===== config.mk =====
export PLATFORM = sky130hd
export DESIGN_NAME = vufc_mul
export DESIGN_NICKNAME = d
export VERILOG_FILES = /design/src/hw/rtl/vufc_pkg.sv /design/src/hw/rtl/vufc_mul.sv
export SDC_FILE = /design/constraint.sdc
export NUM_CORES = 2
export LEC_CHECK = 0
export BUFFER_PORTS_ARGS = -buffer_cell sky130_fd_sc_hd__clkbuf_2
export CAP_MARGIN = 0
export CORE_UTILIZATION = 67
export DETAILED_ROUTE_END_ITERATION = 10
export GPL_TIMING_DRIVEN = 0
export PLACE_DENSITY = 0.85
export SYNTH_ARGS = -nofsm -noshare
export SYNTH_HDL_FRONTEND = slang
export SYNTH_SLANG_ARGS = --single-unit

===== constraint.sdc =====
create_clock -name i_clk -period 10.1 [get_ports i_clk]
set_clock_uncertainty 0.15 [all_clocks]
set_input_delay 1.01 -clock i_clk [delete_from_list [all_inputs] [get_ports i_clk]]
set_output_delay 1.01 -clock i_clk [all_outputs]
set_load 0.05 [all_outputs]

===== src/hw/rtl/vufc_pkg.sv =====
// Shared types, constants and fixed-point helpers of the variable-universe fuzzy controller.
`timescale 1ns / 1ps
`default_nettype none

package vufc_pkg;

    localparam int AXES  = 6;
    localparam int AX_IW = (AXES > 1) ? $clog2(AXES) : 1;

    localparam int DIV_NW = 61;
    localparam int DIV_DW = 32;
    localparam int DIV_CW = $clog2(DIV_NW + 1);

    localparam logic [30:0] Q30_ONE = 31'h4000_0000;
    localparam logic [3:0]  HORNER_TERMS = 4'd12;

    typedef logic signed [32:0] t_op;
    typedef logic signed [65:0] t_prod;
    typedef logic signed [67:0] t_wide;

    typedef struct packed {
        logic [2:0]         axis;
        logic signed [31:0] target_vel;
        logic signed [31:0] measured_vel;
    } t_in_item;

    typedef struct packed {
        logic [2:0]         axis_out;
        logic signed [31:0] force_res;
    } t_out_item;

    typedef struct packed {
        logic              start;
        logic [DIV_NW-1:0] num;
        logic [DIV_DW-1:0] den;
    } t_div_req;

    typedef struct packed {
        logic              done;
        logic [DIV_NW-1:0] quot;
    } t_div_rsp;

    typedef enum logic [2:0] {
        CFG_GAMMA  = 3'd0,
        CFG_LAMBDA = 3'd1,
        CFG_SLOPE  = 3'd2,
        CFG_KI     = 3'd3,
        CFG_P0     = 3'd4,
        CFG_P1     = 3'd5,
        CFG_ISP    = 3'd6
    } t_cfg_idx;

    typedef enum logic [2:0] {
        CALL_INIT,
        CALL_CE,
        CALL_CD,
        CALL_T1,
        CALL_T2
    } t_call;

    typedef enum logic [4:0] {
        ST_INIT,
        ST_IDLE,
        ST_DMUL,
        ST_DUSE,
        ST_DSUM,
        ST_SQ,
        ST_SQUSE,
        ST_TMUL,
        ST_TUSE,
        ST_HMUL,
        ST_HREC,
        ST_HCORR,
        ST_EXPN,
        ST_EXPNUSE,
        ST_EXP_RET,
        ST_GMUL,
        ST_GUSE,
        ST_CDIV,
        ST_CRET,
        ST_TDIV,
        ST_TWAIT,
        ST_BMUL1,
        ST_BMUL2,
        ST_BUSE,
        ST_PMUL1,
        ST_PMUL2,
        ST_PUSE,
        ST_QWAIT,
        ST_KMUL,
        ST_KUSE,
        ST_DONE
    } t_state;

    localparam t_wide W_MAX = 68'sd2147483647;
    localparam t_wide W_MIN = -68'sd2147483648;

    // Round to nearest with ties away from zero, then drop 16 fraction bits.
    function automatic t_wide f_rnd16(input t_wide v);
        t_wide mag;
        mag = v[67] ? -v : v;
        mag = (mag + 68'sd32768) >>> 16;
        return v[67] ? -mag : mag;
    endfunction

    function automatic t_wide f_rnd30(input t_wide v);
        t_wide mag;
        mag = v[67] ? -v : v;
        mag = (mag + 68'sd536870912) >>> 30;
        return v[67] ? -mag : mag;
    endfunction

    function automatic logic signed [31:0] f_sat32(input t_wide v);
        logic signed [31:0] r;
        if (v > W_MAX) begin
            r = 32'sh7FFF_FFFF;
        end else if (v < W_MIN) begin
            r = 32'sh8000_0000;
        end else begin
            r = v[31:0];
        end
        return r;
    endfunction

    // Applies a sign to an unsigned quotient and saturates it to 32 bits signed.
    function automatic logic signed [31:0] f_sgn_sat(input logic [DIV_NW-1:0] q,
                                                    input logic neg);
        logic signed [31:0] r;
        if (neg) begin
            r = (q > DIV_NW'(64'd2147483648)) ? 32'sh8000_0000 : $signed(-q[31:0]);
        end else begin
            r = (q > DIV_NW'(64'd2147483647)) ? 32'sh7FFF_FFFF : $signed(q[31:0]);
        end
        return r;
    endfunction

    // floor(2^32 / k), with 2^32 - 1 standing in for k equal to one.
    function automatic logic [31:0] f_recip(input logic [3:0] k);
        logic [31:0] r;
        case (k)
            4'd1:    r = 32'hFFFF_FFFF;
            4'd2:    r = 32'h8000_0000;
            4'd3:    r = 32'h5555_5555;
            4'd4:    r = 32'h4000_0000;
            4'd5:    r = 32'h3333_3333;
            4'd6:    r = 32'h2AAA_AAAA;
            4'd7:    r = 32'h2492_4924;
            4'd8:    r = 32'h2000_0000;
            4'd9:    r = 32'h1C71_C71C;
            4'd10:   r = 32'h1999_9999;
            4'd11:   r = 32'h1745_D174;
            4'd12:   r = 32'h1555_5555;
            default: r = 32'hFFFF_FFFF;
        endcase
        return r;
    endfunction

endpackage

`default_nettype wire


===== src/hw/rtl/vufc_mul.sv =====
// Shared signed 33 by 33 bit multiplier with a registered product.
`timescale 1ns / 1ps
`default_nettype none

module vufc_mul (
    input  logic           i_clk,
    input  vufc_pkg::t_op  i_a,
    input  vufc_pkg::t_op  i_b,
    output vufc_pkg::t_prod o_prod
);
    import vufc_pkg::*;

    t_prod r_prod;

    always_ff @(posedge i_clk) begin
        r_prod <= i_a * i_b;
    end

    assign o_prod = r_prod;

endmodule

`default_nettype wire


==> Word level (Yosys, flattened, before mapping) <==
Index checks and enable logic that the tools add are counted.
Widths: inputs -> output; s select.
{ "word_totals": {"ff_bits": 66, "inputBits": 67, "out_inout_bits": 66, "elab_cells": 2} }
{ "op_classes": {"n_mul": 1} }
{ "ops": {"columns": ["op", "count"], "rows": [
  ["$mul 33x33->66", 1]
]} }

==> Logic depth before layout (Yosys ltp) <==
{ "logic_depth": {"ltp_word": 1, "depth_mapped": 27, "mapped_depth_nobuf": 26} }

==> Worst setup path before layout <==
Ideal clock, no wire load.
{ "synth_path": {"kind": "input port to flip-flop", "start": "in i_a[32]", "end": "reg r_prod[62], in the netlist o_prod[62]", "setup_time_ps": 79, "t_arrival_ps": 8167, "t_required_ps": 9871, "setup_slack_ps": 1704, "path_stages": 23, "path_buffers": 2, "cell_sequence": "clkbuf_1 -> nand2_1 -> inv_1 -> fa_1 -> fa_1 -> fa_1 -> fa_1 -> fa_1 -> fa_1 -> fa_1 -> inv_1 -> fa_1 -> inv_1 -> ha_1 -> clkbuf_1 -> and3_1 -> nand3_1 -> nand2b_1 -> a2111oi_4 -> a211oi_4 -> a21o_2 -> a21o_1 -> a211oi_2"} }
{ "synth_via": {"elab_chain_cells": 1} }
{ "synth_lines": {"columns": ["element", "line", "text"], "rows": [
  ["from (decl)", "vufc_mul.sv:7", "input vufc_pkg::t_op i_a,"],
  ["$mul 33x33->66", "vufc_mul.sv:16", "r_prod <= i_a * i_b;"],
  ["to (signal assigned)", "vufc_mul.sv:16", null],
  ["to (decl)", "vufc_mul.sv:13", "t_prod r_prod;"]
]} }
No other way between the ends.

==> Worst setup path in the final report <==
{ "layout_path": {"start": "in i_a[32]", "end": "reg r_prod[58], in the netlist o_prod[58]"} }
Same word-level chain as after synthesis.

==> impl_metrics.csv <==
group,metric,value,unit
sta,min_period_over_period,94.7,%
sta,hold_viol,0,
logic_synthesis,ys.flop_type,"dfxtp_1",
global_routing,grt_pass1_wl,208000,um
die,io_pins,133,
placed_design,place_congestion,1.11,
cells_and_area,final_util,70.8,%
clocking,post-cts-setup-buffers,0,
logic_synthesis,synth_cell_types,80,
placed_design,port_buffers,132,
clocking,cts.root.buffer_cell,"clkbuf_16",
logic_synthesis,synth_top_area_share,56.3,%
cells_and_area,area_delta_synth_final,4.78,%
sta,slew_headroom,18.9,%
logic_synthesis,ys_warn_count,0,
sta,finalSetupTns,0,ns
placed_design,dp_slack,-0.154,ns
placed_design,dpl.hpwl,118000,um
setup_path,arrival,9.70,ns
cells_and_area,fin_nets,5910,
cells_and_area,drive_gt1_share,4.41,%
sta,rsz0062_at_grt,"false",
detailed_routing,drcViolationCount,0,
sta,clock.fmax,105,MHz
detailed_routing,dr.pass1.iters,8,
die,die_h,249,um
sta,layout_setup_ws,0.536,ns
sta,final-max-slew-violation-count,0,
clocking,numCtsBuffers,9,
cells_and_area,largest_register_ffs,66,
logic_synthesis,synthTopCellsByArea,"fa_1 (56%), inv_1 (10%), and2_1 (8.6%)",
logic_synthesis,yosysTopAreaCell,"fa_1",
detailed_routing,drtIter0Drc,3296,
logic_synthesis,synthArstFlopShare,0,%
detailed_routing,totalWireLength,137000,um
global_routing,grt-ovfl-total,0,
clocking,cts_hold_buf,0,
status,outcome,"finished, final reports clean",
sta,finalSetupViolCount,0,
logic_synthesis,ys_seq_area_share,3.24,%
clocking,ctsLongestPathBuffers,2,
global_routing,grt_max_degree,27,
sta,finalCriticalPeriod,9.56,ns
die,rows,90,
clocking,tritoncts,"yes",
die,fp.coreArea,0.0602,mm^2
logic_synthesis,synthesis.nets,5767,
global_routing,antenna_found_initial,16,
setup_path,end_kind,"flip-flop",
detailed_routing,vias,31600,
detailed_routing,ant_nets,0,
die,initial_core_util,67.6,%
sta,tightest_slew,1.22,ns
clocking,cts_repair_resize_count,0,
logic_synthesis,ys_ff_latch,66,
die,fp.dieW,249,um
clocking,clkTransAtPathRegs,0.07,ns
logic_synthesis,syn_inst,4338,
setup_path,cp-start-kind,"input port",
run,max-cap-violations,0,
detailed_routing,wl_per_cell,26.0,um
global_routing,grtUsageTotal,46.9,%
detailed_routing,vias_per_cell,5.99,
setup_path,cp.required,10.24,ns
clocking,cts.sinks,66,
logic_synthesis,synth.avg_cell_area,9.39,um^2
clocking,h-tree-depth,3,
die,die_area,0.0618,mm^2
logic_synthesis,syn_area,0.0407,mm^2
min_path,hold_class,"in -> reg",
setup_path,path_class,"in -> reg",
global_routing,grt_pass1_vias,33700,
logic_synthesis,synth_edf_count,0,
setup_path,cp_max_fo,17,
[synth_stat cells, types with 11 or more instances]
library cell and instances:
o21ai_0 25, xor2_1 25, buf_2 11, ha_1 217, nor2_1 68, dfxtp_1 66
clkbuf_1 208, fa_1 1145, o21bai_1 11, nand3_1 25, xnor2_1 43, a21o_1 36
a21oi_1 57, and2_1 562, nand2b_1 12, nand2_1 551, inv_1 1131, nand4_1 11
[through the flow]
stage	hold WS, ns	cell area, um^2	std cells
2_1_floorplan	0.987	40700	4338
4_1_cts	0.971	42600	5268
3_5_place_dp	1.36	42400	5252
5_1_grt	0.971	42700	5273
3_3_place_gp	1.36	42400	5252
6_report	0.983	42700	5279
[metal layers]
layer / part of all wire, % / track usage, % / up-vias / routed length, um
li1: - / - / 12700 / -
met1: 32 / 55.4 / 15900 / 43900
met2: 42 / 66.2 / 2338 / 57600
met3: 16 / 20.6 / 745 / 21500
met4: 10 / 39.2 / 10 / 14400
met5: 0.039 / 0 / - / 53
[final cells by class]
class | count | area [um^2]
Clock buffer | 11 | 243
Clock inverter | 5 | 30.0
Inverter | 1131 | 4250
Buffer | 221 | 851
Fill cell | 4474 | 17600
Tap cell | 782 | 978
Sequential cell | 66 | 1320
Multi-Input combinational cell | 2920 | 34300
Timing Repair Buffer | 132 | 661
Antenna cell | 11 | 27.5
[cells in the final DEF, fill, tap and decap left out, types with 12 or more instances in the layout]
cell type and count:
a21oi_1 57, o21ai_0 25, nand2b_1 12, nand2_1 551, nand3_1 25, clkbuf_2 132
nor2_1 68, xor2_1 25, a21o_1 36, inv_1 1131, xnor2_1 43, ha_1 217
fa_1 1144, dfxtp_1 66, clkbuf_1 209, and2_1 562
[path summary, 6_finish.rpt]
path / slack (ns) / startpoint / depth (start not counted) / to
setup / recovery: 0.54 / i_a[32] / 24 / o_prod[58]
hold / removal: 0.98 / i_a[0] / 2 / o_prod[0]
[critical path: stages]
cell and delay, ns:
clkbuf_2 0.26, clkbuf_1 0.66, nand2_1 0.19, inv_1 0.18
fa_1 0.50, fa_1 0.64, fa_1 0.69, fa_2 1.00
fa_1 0.55, fa_1 0.53, fa_1 0.50, inv_1 0.06
fa_1 0.49, inv_1 0.05, ha_1 0.25, clkbuf_1 0.30
and3_1 0.22, nand3_1 0.16, nand2b_1 0.31, a2111oi_4 0.37
a211oi_4 0.12, a21oi_2 0.26, nor4b_2 0.08, a311oi_1 0.28
[kinds of logic after synthesis]
kind of cell,count (synthesis),synth area share [%]
AOI/OAI and AO/OA,219,4.07
buffers and inverters,1352,12.5
xor gates and xnor gates,68,1.46
DFF,66,3.24
and+or+nand+nor,1271,15.8
adders and majority gates,1362,62.9
Power is not shown: default switching activity piles up to over one toggle a cycle in this logic, so the estimate is an artifact.
