<file path="src/hw/rtl/vufc_pkg.sv">
// Shared types, constants and fixed-point helpers of the variable-universe fuzzy controller.
`timescale 1ns / 1ps
`default_nettype none

package vufc_pkg;

    localparam int AXES  = 6;
    localparam int AX_IW = (AXES > 1) ? $clog2(AXES) : 1;

    localparam int DIV_NW = 61;
    localparam int DIV_DW = 32;
    localparam int DIV_CW = $clog2(DIV_NW + 1);

    localparam logic [30:0] Q30_ONE = 31'h4000_0000;
    localparam logic [3:0]  HORNER_TERMS = 4'd12;

    typedef logic signed [32:0] t_op;
    typedef logic signed [65:0] t_prod;
    typedef logic signed [67:0] t_wide;

    typedef struct packed {
        logic [2:0]         axis;
        logic signed [31:0] target_vel;
        logic signed [31:0] measured_vel;
    } t_in_item;

    typedef struct packed {
        logic [2:0]         axis_out;
        logic signed [31:0] force_res;
    } t_out_item;

    typedef struct packed {
        logic              start;
        logic [DIV_NW-1:0] num;
        logic [DIV_DW-1:0] den;
    } t_div_req;

    typedef struct packed {
        logic              done;
        logic [DIV_NW-1:0] quot;
    } t_div_rsp;

    typedef enum logic [2:0] {
        CFG_GAMMA  = 3'd0,
        CFG_LAMBDA = 3'd1,
        CFG_SLOPE  = 3'd2,
        CFG_KI     = 3'd3,
        CFG_P0     = 3'd4,
        CFG_P1     = 3'd5,
        CFG_ISP    = 3'd6
    } t_cfg_idx;

    typedef enum logic [2:0] {
        CALL_INIT,
        CALL_CE,
        CALL_CD,
        CALL_T1,
        CALL_T2
    } t_call;

    typedef enum logic [4:0] {
        ST_INIT,
        ST_IDLE,
        ST_DMUL,
        ST_DUSE,
        ST_DSUM,
        ST_SQ,
        ST_SQUSE,
        ST_TMUL,
        ST_TUSE,
        ST_HMUL,
        ST_HREC,
        ST_HCORR,
        ST_EXPN,
        ST_EXPNUSE,
        ST_EXP_RET,
        ST_GMUL,
        ST_GUSE,
        ST_CDIV,
        ST_CRET,
        ST_TDIV,
        ST_TWAIT,
        ST_BMUL1,
        ST_BMUL2,
        ST_BUSE,
        ST_PMUL1,
        ST_PMUL2,
        ST_PUSE,
        ST_QWAIT,
        ST_KMUL,
        ST_KUSE,
        ST_DONE
    } t_state;

    localparam t_wide W_MAX = 68'sd2147483647;
    localparam t_wide W_MIN = -68'sd2147483648;

    // Round to nearest with ties away from zero, then drop 16 fraction bits.
    function automatic t_wide f_rnd16(input t_wide v);
        t_wide mag;
        mag = v[67] ? -v : v;
        mag = (mag + 68'sd32768) >>> 16;
        return v[67] ? -mag : mag;
    endfunction

    function automatic t_wide f_rnd30(input t_wide v);
        t_wide mag;
        mag = v[67] ? -v : v;
        mag = (mag + 68'sd536870912) >>> 30;
        return v[67] ? -mag : mag;
    endfunction

    function automatic logic signed [31:0] f_sat32(input t_wide v);
        logic signed [31:0] r;
        if (v > W_MAX) begin
            r = 32'sh7FFF_FFFF;
        end else if (v < W_MIN) begin
            r = 32'sh8000_0000;
        end else begin
            r = v[31:0];
        end
        return r;
    endfunction

    // Applies a sign to an unsigned quotient and saturates it to 32 bits signed.
    function automatic logic signed [31:0] f_sgn_sat(input logic [DIV_NW-1:0] q,
                                                    input logic neg);
        logic signed [31:0] r;
        if (neg) begin
            r = (q > DIV_NW'(64'd2147483648)) ? 32'sh8000_0000 : $signed(-q[31:0]);
        end else begin
            r = (q > DIV_NW'(64'd2147483647)) ? 32'sh7FFF_FFFF : $signed(q[31:0]);
        end
        return r;
    endfunction

    // floor(2^32 / k), with 2^32 - 1 standing in for k equal to one.
    function automatic logic [31:0] f_recip(input logic [3:0] k);
        logic [31:0] r;
        case (k)
            4'd1:    r = 32'hFFFF_FFFF;
            4'd2:    r = 32'h8000_0000;
            4'd3:    r = 32'h5555_5555;
            4'd4:    r = 32'h4000_0000;
            4'd5:    r = 32'h3333_3333;
            4'd6:    r = 32'h2AAA_AAAA;
            4'd7:    r = 32'h2492_4924;
            4'd8:    r = 32'h2000_0000;
            4'd9:    r = 32'h1C71_C71C;
            4'd10:   r = 32'h1999_9999;
            4'd11:   r = 32'h1745_D174;
            4'd12:   r = 32'h1555_5555;
            default: r = 32'hFFFF_FFFF;
        endcase
        return r;
    endfunction

endpackage

`default_nettype wire

</file>
<file path="src/hw/rtl/vufc_div.sv">
// Unsigned restoring divider that produces one quotient bit per cycle.
`timescale 1ns / 1ps
`default_nettype none

module vufc_div (
    input  logic               i_clk,
    input  logic               i_rst_n,
    input  vufc_pkg::t_div_req i_req,
    output vufc_pkg::t_div_rsp o_rsp
);
    import vufc_pkg::*;

    logic [DIV_DW-1:0] r_den;
    logic [DIV_DW-1:0] r_rem;
    logic [DIV_NW-1:0] r_quo;
    logic [DIV_CW-1:0] r_cnt;
    logic              r_busy;
    logic              r_done;

    logic [DIV_DW:0]   rem_sh;
    logic              fits;
    logic [DIV_DW:0]   rem_nx;

    assign rem_sh = {r_rem, r_quo[DIV_NW-1]};
    assign fits   = (rem_sh >= {1'b0, r_den});
    assign rem_nx = fits ? (rem_sh - {1'b0, r_den}) : rem_sh;

    always_ff @(posedge i_clk) begin
        if (!i_rst_n) begin
            r_busy <= 1'b0;
            r_done <= 1'b0;
            r_cnt  <= '0;
        end else if (i_req.start) begin
            r_busy <= 1'b1;
            r_done <= 1'b0;
            r_cnt  <= DIV_CW'(DIV_NW);
        end else if (r_busy) begin
            r_cnt  <= r_cnt - 1'b1;
            r_done <= (r_cnt == DIV_CW'(1));
            r_busy <= (r_cnt != DIV_CW'(1));
        end else begin
            r_done <= 1'b0;
        end
    end

    always_ff @(posedge i_clk) begin
        if (i_req.start) begin
            r_den <= i_req.den;
            r_rem <= '0;
            r_quo <= i_req.num;
        end else if (r_busy) begin
            r_rem <= rem_nx[DIV_DW-1:0];
            r_quo <= {r_quo[DIV_NW-2:0], fits};
        end
    end

    assign o_rsp.done = r_done;
    assign o_rsp.quot = r_quo;

endmodule

`default_nettype wire

</file>
<file path="config.mk">
export PLATFORM = sky130hd
export DESIGN_NAME = vufc_div
export DESIGN_NICKNAME = d
export VERILOG_FILES = /design/src/hw/rtl/vufc_pkg.sv /design/src/hw/rtl/vufc_div.sv
export SDC_FILE = /design/constraint.sdc
export NUM_CORES = 1
export LEC_CHECK = 0
export ABC_AREA = 1
export BUFFER_PORTS_ARGS = -buffer_cell sky130_fd_sc_hd__buf_2
export CORE_ASPECT_RATIO = 0.9
export CORE_MARGIN = 2
export CORE_UTILIZATION = 40
export CTS_CLUSTER_DIAMETER = 40
export DETAILED_ROUTE_END_ITERATION = 8
export SLEW_MARGIN = 20
export SYNTH_ARGS = -nofsm -noshare
export SYNTH_HDL_FRONTEND = slang
export SYNTH_SLANG_ARGS = --single-unit
</file>
<file path="constraint.sdc">
create_clock -name i_clk -period 3 [get_ports i_clk]
set_input_delay 0 -clock i_clk [delete_from_list [all_inputs] [get_ports i_clk]]
set_output_delay 0 -clock i_clk [all_outputs]
set_load 0.05 [all_outputs]
</file>
* Word level (Yosys, flattened, before mapping)
Index checks and enable logic that the tools add are counted.
Operators by class: $add $sub $neg 2, order comparisons 1, equality and inequality tests 2, mux-type cells 7, bitwise gates (word level) 2, reduce and logical (&&, ||, !) cells 3
Operator list (number):
- 2-to-1 mux 61 bit | 2
- >= comparator 33 x 32 -> 1 bit | 1
- 2-to-1 mux 32 bit | 1
- subtractor 32 bit | 1
- 2-to-1 mux 6 bit | 2
- == test 6 x 1 -> 1 bit, second input constant | 1
- != test 6 x 1 -> 1 bit, second input constant | 1
- subtractor 6 x 1 -> 6 bit, second input constant | 1
- OR reduction 3 bit | 1
- 2-to-1 mux 1 bit | 2
- NOT 1 bit | 2
- nonzero test 2 bit | 1
- OR reduction 2 bit | 1
Word-level totals: register bits 133, input bits 96, output and inout port bits 62, word-level logic and storage cells 24

* Logic depth before layout (Yosys ltp)
Gate-level depths: netlist of the first run.
word-level depth 3, depth in mapped cells 17, depth with buffers taken out 16

* Worst setup path after synthesis of the first run
No wires, ideal clock.
path kind reg-to-reg, start register r_busy, end register r_quo[0] (enable), library setup time 0.450 ns, arrival time 2.498 ns, data required time 2.550 ns, slack 0.052 ns, stages on the path, launching flop included 5, path buffers 2, clock period less this slack 2.948 ns, cell sequence dfxtp_1 -> buf_2 -> nor2_1 -> inv_1 -> clkbuf_1
On the way: word-level cells in the longest chain between the ends 1
RTL lines:
- start: declaration | RTL line vufc_div.sv:17 | logic r_busy;
- start signal: assignment | RTL line vufc_div.sv:40 | r_busy <= (r_cnt != DIV_CW'(1));
- nonzero test 2 bit (no source line)
- end signal: assignment | RTL line vufc_div.sv:50 | r_quo <= i_req.num;
- end signal: assignment | RTL line vufc_div.sv:53 | r_quo <= {r_quo[DIV_NW-2:0], fits};
- end: declaration | RTL line vufc_div.sv:15 | logic [DIV_NW-1:0] r_quo;
Every way passes these cells. A chain may end at the register's enable or synchronous reset.

* Final worst setup path of the first run
start register r_den[3], end register r_rem[22]
On the way: word-level cells in the longest chain between the ends 2, elaborated cells between the ends (all ways) 3, classes of those cells 1 x add/sub; 1 x order compare; 1 x mux
RTL lines:
- start: declaration | RTL line vufc_div.sv:13 | logic [DIV_DW-1:0] r_den;
- start signal: assignment | RTL line vufc_div.sv:48 | r_den <= i_req.den;
- subtractor 32 bit / >= comparator 33 x 32 -> 1 bit (equally long branches) | RTL line vufc_div.sv:26, vufc_div.sv:25
- 2-to-1 mux 32 bit (*) | RTL line vufc_div.sv:26 | assign rem_nx = fits ? (rem_sh - {1'b0, r_den}) : rem_sh;
- end signal: assignment | RTL line vufc_div.sv:52 | r_rem <= rem_nx[DIV_DW-1:0];
- end: declaration | RTL line vufc_div.sv:14 | logic [DIV_DW-1:0] r_rem;
Mark *: on every way between the ends. The rest lies on a longest branch, timed or not.

==> reports/results.ini, run 1 <==
[floorplanning]
floorplan.io_pins=158
placement_rows=49
die_w_um=155.2
die_y_um=140.1
die_area_mm2=0.02173
initial_utilization_pct=40.92
floorplan.core_area_mm2=0.02011

[status]
outcome=finished clean

[critical_path]
reg2reg_from=r_den[3]$_DFFE_PP_
cp.required_ps=3370
worst_setup_path_start_kind=flop
crit_fanout=32
r2r_setup_slack_ps=440
worst_r2r_path_depth=15
criticalPathCategory=flop to flop
crit-reg2reg-capture=r_rem[22]$_SDFFE_PP0P_
setup.worst_path.end_class=flop
critical_path_arrival_ps=2930

[route]
dr_total_vias=7748
routed_met2_length_mm=10.65
detailroute.wirelength.met3_mm=1.079
initialDrtViolationCount=470
via_per_inst=4.724
drt_pre_antenna_iters=5
drc=0
routedWlPerCell_um=14.04
ant_nets=0
highest-signal-layer=met4
route.layer.met1.wl_mm=10.98
detail_route.wirelength_mm=23.03

[finish]
register_area_mm2=0.003593
layout-drive-gt1-share_pct=17.11
mostFrequentLayoutCell=sky130_fd_sc_hd__nand2_1
final_cells=1640
final_cell_area_mm2=0.01080
areaGrowthSynthToFinish_pct=31.27
design.final.nets=1503
final.fill_count=1922
layout.core_utilization_pct=53.71
multiInputGateArea_mm2=0.003739
num_antenna_cells=0
most-common-layout-cells=sky130_fd_sc_hd__nand2_1 (489), sky130_fd_sc_hd__inv_1 (177), sky130_fd_sc_hd__buf_2 (156)

[cts]
clkSinkCount=133
cts_tree=built
clock_tree.root_cell=sky130_fd_sc_hd__clkbuf_16
clock_path_buffers=2
clk_transition_reported_paths_ps=60
insertion_delay_of_the_later_clocked_pin_in_the_worst_skew_pair_ps=430
tritoncts.num_buffers=17
htree_num_levels=4

[timing]
final_period_minus_worst_setup_slack_ps=2562
min_period_over_period_pct=85.41
worst-slew-pin-transition_ps=713.9
final.setup_skew_ps=12.84
timing.max_slew.rel_slack_pct=52.41
totalNegativeSetupSlack_ps=0
timing.hold.ws_ps=65.44
grt_setup_unrepaired=no
clock.fmax_mhz=390.3
final-setup-viol-count=0
max_slew_violation_count=0
hold_viol=0
worst_slack_ps=437.8

[synthesis]
number_of_register_bits_inferred_by_synthesis=133
fraction_of_the_yosys_area_taken_by_sequential_cells_pct=43.67
synth_edf_count=93
synth.cell_area_mm2=0.008228
synth-warning-count=0
synth_cell_type_count=44
synth.net_count=1256
yosys_most_used_dff=sky130_fd_sc_hd__edfxtp_1
async_flop_share_pct=0
syn_avg_cell_area_um2=7.314
netlist_instances=1125

[grt]
first_pass_grt_wire_length_mm=37.43
first_global_vias=7552
overflow=0
grt_antenna_before_repair=0
largest_net_degree_at_the_start_of_global_routing=62
gr-usage-all-layers_pct=21.60

[min_path]
hold-path-endpoint=r_den[0]$_DFFE_PP_
timing.hold.worst.start=i_req[93]
worst_min_delay_path_class=input port to flop
hold_path_depth=1

[placed_design]
dp_hpwl_mm=16.02
place_worst_setup_slack_ps=509.5
placed_cell_area_mm2=0.009233
placedCellCount=1514
io_buffers=157
finalWeightedCongestion=0.9062

[power_and_ir_drop]
totalPowerFinal_mw=5.406
power.density_cell_area_mw_per_mm2=500.6
leakagePower_nw=5.730
power.ir.vdd_worst_uv=404.8

[flow_run]
drv.max_cap_violation_count=0

[area by class of cell]
type | count | share of cell area (%)
timing repair buffer | 259 | 16.68
clock buffer | 17 | 3.939
clock inverter | 15 | 1.865
sequential | 133 | 33.27
tap | 255 | 2.954
inverter | 192 | 6.673
multi-input combinational | 769 | 34.62
[worst max-delay path by stage]
stage | start | to | slack [ps] | cells after the start
final | r_den[3]$_DFFE_PP_ | r_rem[22]$_SDFFE_PP0P_ | 440 | 15
after global routing | r_den[8]$_DFFE_PP_ | r_rem[4]$_SDFFE_PP0P_ | 210 | 15
after CTS | r_den[8]$_DFFE_PP_ | r_rem[22]$_SDFFE_PP0P_ | 460 | 15
after detailed placement | r_den[8]$_DFFE_PP_ | r_rem[1]$_SDFFE_PP0P_ | 510 | 15
after global placement | r_den[8]$_DFFE_PP_ | r_rem[1]$_SDFFE_PP0P_ | 520 | 15
after floorplan | r_busy$_SDFF_PN0_ | r_quo[0]$_DFFE_PP_ | 50 | 4
[cell families after synthesis]
group	count (synthesis)	share of synthesized area [%]
AO/OA/AOI/OAI	52	3.467
adder cells (fa/ha/maj)	35	5.414
flip-flops	133	43.67
XOR/XNOR	14	1.490
AND/OR/NAND/NOR	668	35.04
buffers and inverters	223	10.92
[per-layer routing]
layer | GRT usage (%) | up-vias
li1 | - | 4005
met1 | 29.13 | 3538
met2 | 35.30 | 183
met3 | 4.579 | 22
met4 | 5.891 | 0
met5 | 0 | -
[what timing repair did]
item                                   CTS  global route
gates resized for setup                  0             0
hold buffers                            94             0
buffers inserted                         0             0
endpoints found under the hold margin  101             0
[critical path, stage by stage (launching register included)]
cell,delay [ps]
sky130_fd_sc_hd__edfxtp_1,340
sky130_fd_sc_hd__inv_1,60
sky130_fd_sc_hd__ha_1,360
sky130_fd_sc_hd__nand2_1,160
sky130_fd_sc_hd__inv_2,50
sky130_fd_sc_hd__nand2_1,60
sky130_fd_sc_hd__nand2_1,50
sky130_fd_sc_hd__nand2_1,60
sky130_fd_sc_hd__nand3_2,150
sky130_fd_sc_hd__nand2_1,120
sky130_fd_sc_hd__nand2_1,120
sky130_fd_sc_hd__nand2_4,370
sky130_fd_sc_hd__nand2_8,250
sky130_fd_sc_hd__nand2_1,150
sky130_fd_sc_hd__nand3_1,90
sky130_fd_sc_hd__nand2_1,80
[sequential cells by signal, indices dropped and copies added (netlist names)]
name and count:
r_busy 1, r_cnt 6, r_den 32, r_done 1, r_quo 61, r_rem 32
[Yosys cell counts (all sizes together), types with 10 or more instances]
master | n | area [um^2]
buf | 13 | 106.3
xnor2 | 13 | 113.9
edfxtp | 93 | 2793
inv | 187 | 701.9
nand3b | 15 | 125.1
nand3 | 84 | 445.4
dfxtp | 40 | 800.8
ha | 34 | 425.4
clkbuf | 18 | 71.32
nand2 | 498 | 1916
nor2 | 50 | 250.2
nand4 | 10 | 62.56
o21ai | 18 | 90.09
a21oi | 24 | 123.9
[report_power, final]
group,leakage [nW],internal (mW),switching (mW)
Sequential,1.26,2.12,0.0645
Clock,0.309,1.28,0.961
Combinational,4.16,0.306,0.670
Power figures use the tool's default switching activity.
==> inputs of run 2 (changes only) <==
--- a/config.mk
+++ b/config.mk
@@ -12,6 +12,7 @@
 export CORE_UTILIZATION = 40
 export CTS_CLUSTER_DIAMETER = 40
 export DETAILED_ROUTE_END_ITERATION = 8
+export MAX_ROUTING_LAYER = met4
 export SLEW_MARGIN = 20
 export SYNTH_ARGS = -nofsm -noshare
 export SYNTH_HDL_FRONTEND = slang
==> reports/results.ini, run 2 (synthesized netlist as in run 1, its figures left out) <==
[status]
outcome=finished clean

[critical_path]
crit-reg2reg-capture=r_rem[12]$_SDFFE_PP0P_
criticalPathCategory=flop to flop
r2r_setup_slack_ps=480  ; +40 ps
cp.required_ps=3310  ; -60 ps
worst_setup_path_start_kind=flop
reg2reg_from=r_den[20]$_DFFE_PP_
setup.worst_path.end_class=flop
worst_r2r_path_depth=15  ; unchanged
crit_fanout=20  ; -38%
critical_path_arrival_ps=2830  ; -100 ps

[finish]
most-common-layout-cells=sky130_fd_sc_hd__nand2_1 (489), sky130_fd_sc_hd__inv_1 (177), sky130_fd_sc_hd__buf_2 (156)
multiInputGateArea_mm2=0.003739  ; unchanged
num_antenna_cells=0  ; unchanged
design.final.nets=1503  ; unchanged
largest_register_ff_count=61  ; unchanged
layout-drive-gt1-share_pct=17.11  ; unchanged
final.fill_count=1936  ; +0.73%
register_area_mm2=0.003593  ; unchanged
max_flop_register=r_quo
mostFrequentLayoutCell=sky130_fd_sc_hd__nand2_1
top_regs=r_quo x61, r_den x32, r_rem x32
areaGrowthSynthToFinish_pct=31.30  ; about the same

[power_and_ir_drop]
internal_power_mw=3.713  ; about the same
power.density_cell_area_mw_per_mm2=500.1  ; about the same
p_comb_share_pct=18.0  ; about the same
power.net_switching_mw=1.690  ; -0.33%
power.share.switching_pct=31.28  ; -0.081 points
p_seq_share_pct=40.5  ; about the same
clock_power_share_pct=41.4  ; about the same
leakagePower_nw=5.731  ; about the same
power.ir.vdd_worst_uv=270.1  ; -33%

[route]
drt_pre_antenna_iters=5  ; unchanged
routedWlPerCell_um=13.95  ; -0.65%
initialDrtViolationCount=529  ; +13%
drc=0  ; unchanged
detail_route.wirelength_mm=22.88  ; -0.65%
via_per_inst=4.745  ; +0.43%
dr_total_vias=7781  ; +0.43%
ant_nets=0  ; unchanged

[floorplanning]
die_area_mm2=0.02173  ; unchanged
floorplan.core_area_mm2=0.02011  ; unchanged
die_w_um=155.2  ; unchanged
initial_utilization_pct=40.92  ; unchanged
floorplan.io_pins=158  ; unchanged
placement_rows=49  ; unchanged
die_y_um=140.1  ; unchanged

[placed_design]
finalWeightedCongestion=0.9045  ; -0.19%
io_buffers=157  ; unchanged
place_worst_setup_slack_ps=496.8  ; -12.69 ps
dp_hpwl_mm=16.07  ; +0.26%

[min_path]
hold_path_depth=1  ; unchanged
timing.hold.worst.start=i_req[93]
hold-path-endpoint=r_den[31]$_DFFE_PP_
worst_min_delay_path_class=input port to flop

[cts]
tritoncts.num_buffers=17  ; unchanged
clock_path_buffers=2  ; unchanged
clk_transition_reported_paths_ps=70  ; about the same
htree_num_levels=4  ; unchanged
clock_tree.root_cell=sky130_fd_sc_hd__clkbuf_16
cts_tree=built
cts_setup_buffers=0  ; unchanged
postCtsHoldBufs=94  ; unchanged
clkSinkCount=133  ; unchanged
insertion_delay_of_the_later_clocked_pin_in_the_worst_skew_pair_ps=430  ; about the same
post_cts_resized=0  ; unchanged

[timing]
timing.hold.ws_ps=59.41  ; -6.026 ps
final.setup_skew_ps=11.17  ; -1.676 ps
grt_setup_unrepaired=no
final_period_minus_worst_setup_slack_ps=2525  ; -37.20 ps
totalNegativeSetupSlack_ps=0  ; unchanged
worst_slack_ps=475.0  ; +37.20 ps
worst-slew-pin-transition_ps=739.5  ; +25.59 ps
hold_viol=0  ; unchanged
clock.fmax_mhz=396.0  ; +1.5%
final-setup-viol-count=0  ; unchanged
min_period_over_period_pct=84.17  ; -1.2 points
max_slew_violation_count=0  ; unchanged
timing.max_slew.rel_slack_pct=50.70  ; -1.7 points

[grt]
gr-usage-all-layers_pct=22.38  ; +0.79 points
first_global_vias=7641  ; +1.2%
first_pass_grt_wire_length_mm=37.50  ; +0.20%
grt_antenna_before_repair=0  ; unchanged
overflow=0  ; unchanged
largest_net_degree_at_the_start_of_global_routing=65  ; +4.8%

[flow_run]
drv.max_cap_violation_count=0  ; unchanged

run 2: cell types whose count changed in the layout (fill, tap and decap cells not counted):
cell	previous run	this run
sky130_fd_sc_hd__inv_8	5	6
sky130_fd_sc_hd__inv_6	5	3
sky130_fd_sc_hd__clkinv_4	1	2
run 2: metal layers:
metal	up-vias	routed length [um]	track usage [%]
li1	4006	-	-
met1	3546	11000	29.93
met2	194	10470	34.88
met5	-	0	-
met3	35	960	3.682
met4	0	453	7.146
run 2: through the flow:
stage	cells	utilization (%)	cell area [um^2]	power (mW)
after detailed placement	1514	45.91	9233	3.100
after global placement	1514	45.91	9233	3.100
after floorplan	1125	-	8228	2.844
after global routing	1640	53.72	10800	5.630
after CTS	1640	53.72	10800	5.455
final	1640	53.72	10800	5.403
run 2: worst max-delay path by stage:
stage,start,endpoint,slack [ps],cells past startpoint
floorplan,r_busy$_SDFF_PN0_,r_quo[0]$_DFFE_PP_,50,4
global placement,r_den[20]$_DFFE_PP_,r_rem[29]$_SDFFE_PP0P_,510,17
detailed placement,r_den[20]$_DFFE_PP_,r_rem[12]$_SDFFE_PP0P_,500,15
CTS,r_den[8]$_DFFE_PP_,r_rem[3]$_SDFFE_PP0P_,480,15
global route,r_den[20]$_DFFE_PP_,r_rem[12]$_SDFFE_PP0P_,280,15
finish,r_den[20]$_DFFE_PP_,r_rem[12]$_SDFFE_PP0P_,480,15
run 2: critical path, cell delays in order, from the launching register on:
cell                       delay, ps
sky130_fd_sc_hd__edfxtp_1        320
sky130_fd_sc_hd__inv_1            40
sky130_fd_sc_hd__ha_1            390
sky130_fd_sc_hd__nand2_1         250
sky130_fd_sc_hd__inv_2            50
sky130_fd_sc_hd__nand2_2          70
sky130_fd_sc_hd__nand2_1          70
sky130_fd_sc_hd__nand2_1          70
sky130_fd_sc_hd__nand2_1          70
sky130_fd_sc_hd__nand2_2          90
sky130_fd_sc_hd__nand2_4          60
sky130_fd_sc_hd__nor2_8          360
sky130_fd_sc_hd__buf_4           280
sky130_fd_sc_hd__nand3_1          90
sky130_fd_sc_hd__nand3_1         110
sky130_fd_sc_hd__o21ai_1          60
run 2: cell type report:
class	instances	share of cell area, %
clock buffer	17	3.938
clock inverter	15	1.888
inverter	192	6.671
multi-input combinational	769	34.61
sequential	133	33.26
tap	255	2.953
timing repair buffer	259	16.68
run 2: power groups by stage:
| stage | clock network (mW) | registers (mW) | logic (mW) |
|---|---|---|---|
| 2_1_floorplan | 0 | 2.53 | 0.318 |
| 3_3_place_gp | 0 | 2.22 | 0.876 |
| 3_5_place_dp | 0 | 2.22 | 0.876 |
| 4_1_cts | 2.29 | 2.19 | 0.975 |
| 5_1_grt | 2.37 | 2.21 | 1.06 |
| 6_report | 2.24 | 2.19 | 0.975 |
==> inputs of run 3 (changes only) <==
==> constraint.sdc (replaced) <==
create_clock -name i_clk -period 2.1 [get_ports i_clk]
set_input_delay 0 -clock i_clk [delete_from_list [all_inputs] [get_ports i_clk]]
set_output_delay 0 -clock i_clk [all_outputs]
set_load 0.05 [all_outputs]
==> reports/results.ini, run 3 (synthesized netlist as in run 1, its figures left out) <==
[route]
drt_pre_antenna_iters=5  ; unchanged
routedWlPerCell_um=14.92  ; +7.0%
detail_route.wirelength_mm=25.83  ; +13%
initialDrtViolationCount=568  ; +7.4%
dr_total_vias=8172  ; +5.0%
via_per_inst=4.721  ; -0.50%
ant_nets=0  ; unchanged
drc=0  ; unchanged

[critical_path]
setup.worst_path.end_class=flop
criticalPathCategory=flop to flop
cp.required_ps=2410  ; -900 ps
worst_setup_path_start_kind=flop
crit_fanout=7  ; -65%
critical_path_arrival_ps=2400  ; -430 ps

[power_and_ir_drop]
power.ir.vdd_worst_uv=392.9  ; +45%
leakagePower_nw=6.356  ; +11%
power.density_cell_area_mw_per_mm2=615.0  ; +23%

[finish]
most-common-layout-cells=sky130_fd_sc_hd__nand2_1 (410), sky130_fd_sc_hd__buf_2 (156), sky130_fd_sc_hd__inv_1 (155)
num_antenna_cells=0  ; unchanged
max_flop_register=r_quo
top_regs=r_quo x61, r_den x32, r_rem x32
layout-drive-gt1-share_pct=34.76  ; +18 points
design.final.nets=1594  ; +6.1%
final_cell_area_mm2=0.01264  ; +17%
mostFrequentLayoutCell=sky130_fd_sc_hd__nand2_1
largest_register_ff_count=61  ; unchanged
areaGrowthSynthToFinish_pct=53.62

[floorplanning]
placement_rows=49  ; unchanged
floorplan.core_area_mm2=0.02011  ; unchanged
floorplan.io_pins=158  ; unchanged
die_y_um=140.1  ; unchanged
die_area_mm2=0.02173  ; unchanged
initial_utilization_pct=40.92  ; unchanged
die_w_um=155.2  ; unchanged

[timing]
worst_slack_ps=7.783  ; -467.3 ps
final_period_minus_worst_setup_slack_ps=2092  ; -432.7 ps
timing.max_slew.rel_slack_pct=61.81  ; +11 points
final.setup_skew_ps=10.52  ; -0.6499 ps
max_slew_violation_count=0  ; unchanged
hold_viol=0  ; unchanged
clock.fmax_mhz=478.0  ; +21%
min_period_over_period_pct=99.63  ; +15 points
final-setup-viol-count=0  ; unchanged
worst-slew-pin-transition_ps=572.9  ; -166.6 ps
grt_setup_unrepaired=yes

[placed_design]
dp_hpwl_mm=17.26  ; +7.4%
io_buffers=157  ; unchanged
place_worst_setup_slack_ps=-92.40  ; -589.2 ps
finalWeightedCongestion=0.9151  ; +1.2%
placed_cell_area_mm2=0.009841  ; +6.6%

[cts]
clkSinkCount=133  ; unchanged
clock_path_buffers=2  ; unchanged
htree_num_levels=4  ; unchanged
tritoncts.num_buffers=17  ; unchanged
insertion_delay_of_the_later_clocked_pin_in_the_worst_skew_pair_ps=430  ; about the same
cts_tree=built
clock_tree.root_cell=sky130_fd_sc_hd__clkbuf_16
clk_transition_reported_paths_ps=70  ; about the same

[flow_run]
drv.max_cap_violation_count=0  ; unchanged

[grt]
first_pass_grt_wire_length_mm=39.26  ; +4.7%
gr-usage-all-layers_pct=23.43  ; +1.0 points
overflow=0  ; unchanged
first_global_vias=7896  ; +3.3%
grt_antenna_before_repair=0  ; unchanged
largest_net_degree_at_the_start_of_global_routing=58  ; -11%

[status]
outcome=finished clean

[min_path]
worst_min_delay_path_class=input port to flop

-- run 3: through the flow --
step	hold WS (ps)	util, %	total power [mW]	TNS (ps)	std cells
finish	115.9	62.85	7.774	0	1731
global route	116.9	62.85	8.089	-1947	1731
CTS	93.07	57.11	7.667	-40.34	1714
detailed placement	178.1	48.94	4.524	-1324	1587
global placement	177.1	48.94	4.519	-170.4	1587
floorplan	97.63	-	4.065	-181.4	1125
-- run 3: timing repair --
action                                  4_1_cts  5_1_grt
hold buffers                                 94        0
buffers inserted                              1       11
gates cloned                                  0        6
gates resized for setup                      16      211
hold endpoints to repair                    101        0
endpoints found under the setup margin       33       33
pin swaps                                     2       40
-- run 3: final timing paths --
kind / from / to / slack (ps) / depth (start not counted)
worst max-delay path: r_den[27]$_DFFE_PP_ / r_rem[4]$_SDFFE_PP0P_ / 8 / 14
worst min-delay path: i_req[93] / r_den[0]$_DFFE_PP_ / 120 / 1
worst max register to register: r_den[27]$_DFFE_PP_ / r_rem[4]$_SDFFE_PP0P_ / 8 / 14
worst min register to register: r_rem[31]$_SDFFE_PP0P_ / r_rem[31]$_SDFFE_PP0P_ / 490 / 2
-- run 3: routing by layer --
metal,track usage (%),up-vias,routed length (um)
met5,-,-,0
met4,5.843,0,412
met3,3.960,31,978
met2,37.36,202,12340
met1,31.24,3753,12100
li1,-,4186,-
-- run 3: area by class of cell --
cell class | instances | area, um^2
Fill cell | 1737 | 7470
Multi-Input combinational cell | 769 | 4703
Sequential cell | 133 | 3593
Timing Repair Buffer | 350 | 2720
Inverter | 192 | 720.7
Clock buffer | 17 | 425.4
Tap cell | 255 | 319.1
Clock inverter | 15 | 157.7
-- run 3: where the power goes --
part	internal (mW)	switching, mW
Clock	1.58	1.37
Combinational	0.617	1.07
Sequential	3.04	0.101
Total	5.23	2.54
-- run 3: worst max-delay path, cell delays in order, from the launching register on --
cell	delay [ps]
sky130_fd_sc_hd__edfxtp_1	340
sky130_fd_sc_hd__inv_2	50
sky130_fd_sc_hd__ha_4	290
sky130_fd_sc_hd__nand2_2	100
sky130_fd_sc_hd__nor2_4	140
sky130_fd_sc_hd__nand2_1	60
sky130_fd_sc_hd__nand3b_4	170
sky130_fd_sc_hd__nor2_8	150
sky130_fd_sc_hd__nor2_8	50
sky130_fd_sc_hd__buf_12	130
sky130_fd_sc_hd__nand2_8	110
sky130_fd_sc_hd__clkbuf_16	180
sky130_fd_sc_hd__nand2_2	60
sky130_fd_sc_hd__nand3_2	60
sky130_fd_sc_hd__o21ai_1	60
